===== src/sv/gwpq_pkg.sv =====
// ----------------------------------------------------------------------------
// gwpq_pkg
// Shared types, operation codes and the priority compare of the graded work
// priority queue.
// ----------------------------------------------------------------------------
package gwpq_pkg;

  // operation codes
  localparam logic [1:0] OP_INSERT = 2'd0;
  localparam logic [1:0] OP_POP    = 2'd1;
  localparam logic [1:0] OP_CLEAR  = 2'd2;

  // field widths fixed by the item format
  localparam int GRADE_W = 8;
  localparam int SEQ_W   = 32;
  localparam int CNT_W   = 6;

  // first-byte distance beyond which the order wraps round
  localparam int WRAP_LIMIT = 10;

  // reset value of the grade limit
  localparam logic [GRADE_W-1:0] MAX_GRADE_RST = 8'd122;

  // configuration register indexes
  localparam logic REG_MAX_GRADE = 1'b0;

  typedef struct packed {
    logic [GRADE_W-1:0] grade;
    logic [SEQ_W-1:0]   seq;
  } entry_t;

  typedef struct packed {
    logic ins;
    logic pop;
  } cell_ctrl_t;

  // true when the new entry strictly beats the held entry
  function automatic logic beats(entry_t n, entry_t h);
    logic signed [8:0] d;
    logic              res;
    d = $signed({1'b0, h.seq[31:24]}) - $signed({1'b0, n.seq[31:24]});
    if (n.grade != h.grade) begin
      res = (n.grade < h.grade);
    end else if (d != 9'sd0) begin
      if (d > 9'(WRAP_LIMIT) || d < -9'(WRAP_LIMIT)) begin
        res = (d < 9'sd0);
      end else begin
        res = (d > 9'sd0);
      end
    end else begin
      res = (n.seq[23:0] < h.seq[23:0]);
    end
    return res;
  endfunction

endpackage


===== src/sv/gwpq_cell.sv =====
// ----------------------------------------------------------------------------
// gwpq_cell
// One slot of the sorted list: holds an entry, compares it with the new
// entry and shifts with its neighbours on insert and pop.
// ----------------------------------------------------------------------------
module gwpq_cell
  import gwpq_pkg::*;
(
  input  logic       clk,
  input  cell_ctrl_t ctrl,
  input  logic       valid,
  input  entry_t     new_ent,
  input  entry_t     left_ent,
  input  entry_t     right_ent,
  input  logic       left_all,
  input  logic       right_all,
  output logic       all_o,
  output entry_t     ent_o
);

  entry_t ent_r, ent_nxt;

  // new entry beats this slot and every slot to the right
  assign all_o = right_all & (~valid | beats(new_ent, ent_r));
  assign ent_o = ent_r;

  // shift right on insert, left on pop
  always_comb begin
    ent_nxt = ent_r;
    if (ctrl.ins) begin
      if (left_all) begin
        ent_nxt = left_ent;
      end else if (all_o) begin
        ent_nxt = new_ent;
      end
    end else if (ctrl.pop) begin
      ent_nxt = right_ent;
    end
  end

  always_ff @(posedge clk) begin
    ent_r <= ent_nxt;
  end

endmodule


===== config.mk =====
export PLATFORM = sky130hd
export DESIGN_NAME = gwpq_cell
export DESIGN_NICKNAME = d
export VERILOG_FILES = /design/src/sv/gwpq_pkg.sv /design/src/sv/gwpq_cell.sv
export SDC_FILE = /design/constraint.sdc
export NUM_CORES = 1
export LEC_CHECK = 0
export CAP_MARGIN = 20
export CORE_UTILIZATION = 65
export DETAILED_ROUTE_END_ITERATION = 8
export DONT_BUFFER_PORTS = 1
export PLACE_DENSITY = 0.82
export RECOVER_POWER = 100
export SLEW_MARGIN = 20
export SYNTH_ARGS = -nofsm -noshare
export SYNTH_HDL_FRONTEND = slang
export SYNTH_SLANG_ARGS = --single-unit
export TNS_END_PERCENT = 20

===== constraint.sdc =====
create_clock -name clk -period 8.1 [get_ports clk]
set_input_delay 0.405 -clock clk [delete_from_list [all_inputs] [get_ports clk]]
set_output_delay 0.405 -clock clk [all_outputs]
set_load 0.1 [all_outputs]

==> summary.md <==
| Metric | Value |
|---|---|
| Mapped Area | `3398 um2` |
| Final Hold Fails | `0` |
| Switching power | `0.0003067 W` |
| DR WL met2 | `3.873 mm` |
| Largest area contributor in the netlist | `edfxtp_1` |
| Crit Path Category | `flip-flop to flip-flop` |
| Max reg flops | `40` |
| GRT Overall Usage | `26.64%` |
| Top sig layer | `met4` |
| CTS clock-pin slew for the worst setup and hold paths | `0.08 ns` |
| Nets | `522` |
| Final instance area | `3481 um2` |
| Critical Path RT | `7.99 ns` |
| CP max FO | `25` |
| Switching part of the total power | `44.45%` |
| Total gr overflow | `0` |
| Pwr dens | `198.2 nW/um2` |
| Die area | `5521 um2` |
| Fill count | `408` |
| Crit end category | `flip-flop` |
| CORE AREA | `4880 um2` |
| Total Power | `0.0006900 W` |
| Synthesis Warnings | `0` |
| RSZ-0062 raised after global routing | `false` |
| Worst Max-Slew Pin Slew | `1.621 ns` |
| Fin crit period | `5.779 ns` |
| Num CTS Buffers | `5` |
| DRC Markers | `0` |
| Smallest hold slack | `0.3339 ns` |
| #FFs+latches synth | `40` |
| Netlist cell types | `46` |
| Vias in the first global route | `2558` |
| Placed cell areas | `3437 um2` |
| Sequential Power Share | `59.7%` |
| First-pass GRT wire length | `10.96 mm` |
| Final Max Tran Viols | `17` |
| Mapped Avg Cell Area | `9.387 um2` |
| Status | `finished with violations` |
| Number of I/O pins | `167` |
| Commonest non-fill, non-tap cell in the layout | `a21oi_1` |
| Synthesis-to-finish area growth | `2.430%` |
| Post-Syn Nets | `529` |
| Top cells by area, synth | `edfxtp_1 (35%), ha_1 (15%), mux2i_1 (12%)` |
| DRT Wirelength | `7.457 mm` |
| Ys async rst share | `0%` |
| TritonRoute pass-1 iters | `4` |
| Post-Synthesis Cells | `362` |
| Worst-skew pair later-pin latency | `0.28 ns` |
| Metal1 wirelength | `2.805 mm` |
| Met3 wire len | `591 um` |
| Clock Power Share | `18.1%` |
| Initial antenna violation count | `0` |
| Clock tree buffer depth | `2` |
| CP Launch Type | `flip-flop` |
| GP Congestion | `0.8409` |
| Hold buffers post-CTS | `0` |
| Failing checks | `capacitance limit, slew limit` |
| DR WL/cell | `17.67 um` |
| MaxCap Viol Count | `1` |
| Number of synthesized flops with an enable pin | `40` |
| Initial core utilization | `69.64%` |
| Largest net degree at the start of global routing | `83` |
| HPWL after DPL | `5.918 mm` |
| Post-DR vias/cell | `6.287` |
| Root Buffer | `clkbuf_8` |
| Share of cells above drive strength 1 | `2.817%` |
| Clk sinks | `40` |
| Die width | `74.31 um` |
| Share of the synthesized area in the top cell type | `35.35%` |
| Post-CTS setup buffer count | `0` |
| Sequential cell area fraction in the yosys report | `35.35%` |
| Hold Crit Class | `input pin to flip-flop` |
| Setup TNS Final | `0 ns` |
| Routed vias | `2653` |
| Clk_skew | `0.006129 ns` |
| Max Fclk | `173.0 MHz` |
| ANT nets after route | `0` |
| # port buffers | `0` |
| Main synth FF type | `edfxtp_1` |
| Worst vdd ir | `165.7 uV` |
| Relative slew slack | `-9.506%` |
| Most frequent cells in the layout | `a21oi_1 (54), nor2_1 (46), inv_1 (44)` |
| Ant diodes | `0` |
| # resized after CTS | `0` |
| Final setup fails | `0` |
| Crit share post-route | `71.34%` |
| Row count | `25` |
| CTS tree | `done` |
| Cell leakage power | `1.613 nW` |
| Int Pwr | `0.0003833 W` |
| WP data arrival | `5.67 ns` |
| Comb power frac | `22.2%` |
| Htree depth | `2` |
| 1st-iter DRT viols | `82` |
| Die Span Y | `74.31 um` |
[cells by family (layout without fill, tap and decap cells)]
logic type               count (synthesis)  after routing  synth area share [%]
AND/OR/NAND/NOR                         80             80                 10.57
adder cells (fa/ha/maj)                 41             41                 15.32
buffers and inverters                   59             52                 6.738
flip-flops                              40             40                 35.35
XOR/XNOR                                 4              4                 1.031
AO/OA/AOI/OAI                           96             96                 18.48
multiplexers                            42             42                 12.52
[worst max-delay path, cell delays in order, from the launching register on]
cell	delay [ns]
edfxtp_1	0.97
ha_1	0.47
mux2_1	0.35
o32ai_1	0.30
o2111ai_1	0.15
a2111o_1	0.43
nor2b_1	0.13
a31oi_1	0.12
a41oi_1	1.31
clkbuf_1	1.15
[metal layers]
layer | vias to the layer above | track usage [%]
li1 | 1303 | -
met1 | 1208 | 27.88
met2 | 124 | 49.49
met3 | 18 | 7.453
met4 | 0 | 11.95
met5 | - | 0
[synth_stat cells, drive strengths merged (5+ instances only)]
master / n
buf: 8
mux2i: 41
edfxtp: 40
nor2: 46
ha: 40
inv: 44
nand2: 9
o21ai: 5
a21o: 9
nand4: 6
clkbuf: 7
a21oi: 54
[power groups by stage]
stage	clock network (W)	registers, W	logic (W)
finish	0.000125	0.000412	0.000153
global route	0.000136	0.000415	0.000173
CTS	0.000128	0.000412	0.000157
detailed placement	0	0.000417	0.000155
global placement	0	0.000416	0.000148
floorplan	0	0.000412	0.000137
[cell type report]
class / count / area (um2) / share of cell area, %
clock inverters: 1 / 5.005 / 0.1438
repair buffers: 1 / 3.754 / 0.1078
inverters: 44 / 165.2 / 4.745
flip-flops and latches: 40 / 1201 / 34.51
multi-input cells: 263 / 1949 / 56.00
clock buffers: 6 / 72.57 / 2.085
well taps: 67 / 83.83 / 2.408
[metrics by stage]
| stage | setup WS [ns] | utilization (%) | std cells |
|---|---|---|---|
| 2_1_floorplan | 3.705 | - | 362 |
| 3_3_place_gp | 3.910 | 70.44 | 415 |
| 3_5_place_dp | 3.832 | 70.44 | 415 |
| 4_1_cts | 3.622 | 72.03 | 422 |
| 5_1_grt | 1.917 | 71.33 | 422 |
| 6_report | 2.321 | 71.33 | 422 |
[path summary, 6_finish.rpt]
path                                 from        end  slack, ns  cells after the start
worst max-delay path            ent_o[28]  ent_o[14]       2.32                      9
worst min register to register  ent_o[39]  ent_o[39]       2.51                      6
worst min-delay path              ctrl[1]  ent_o[37]       0.33                      1
worst max register to register  ent_o[28]  ent_o[14]       2.32                      9
Power figures use the tool's default switching activity.
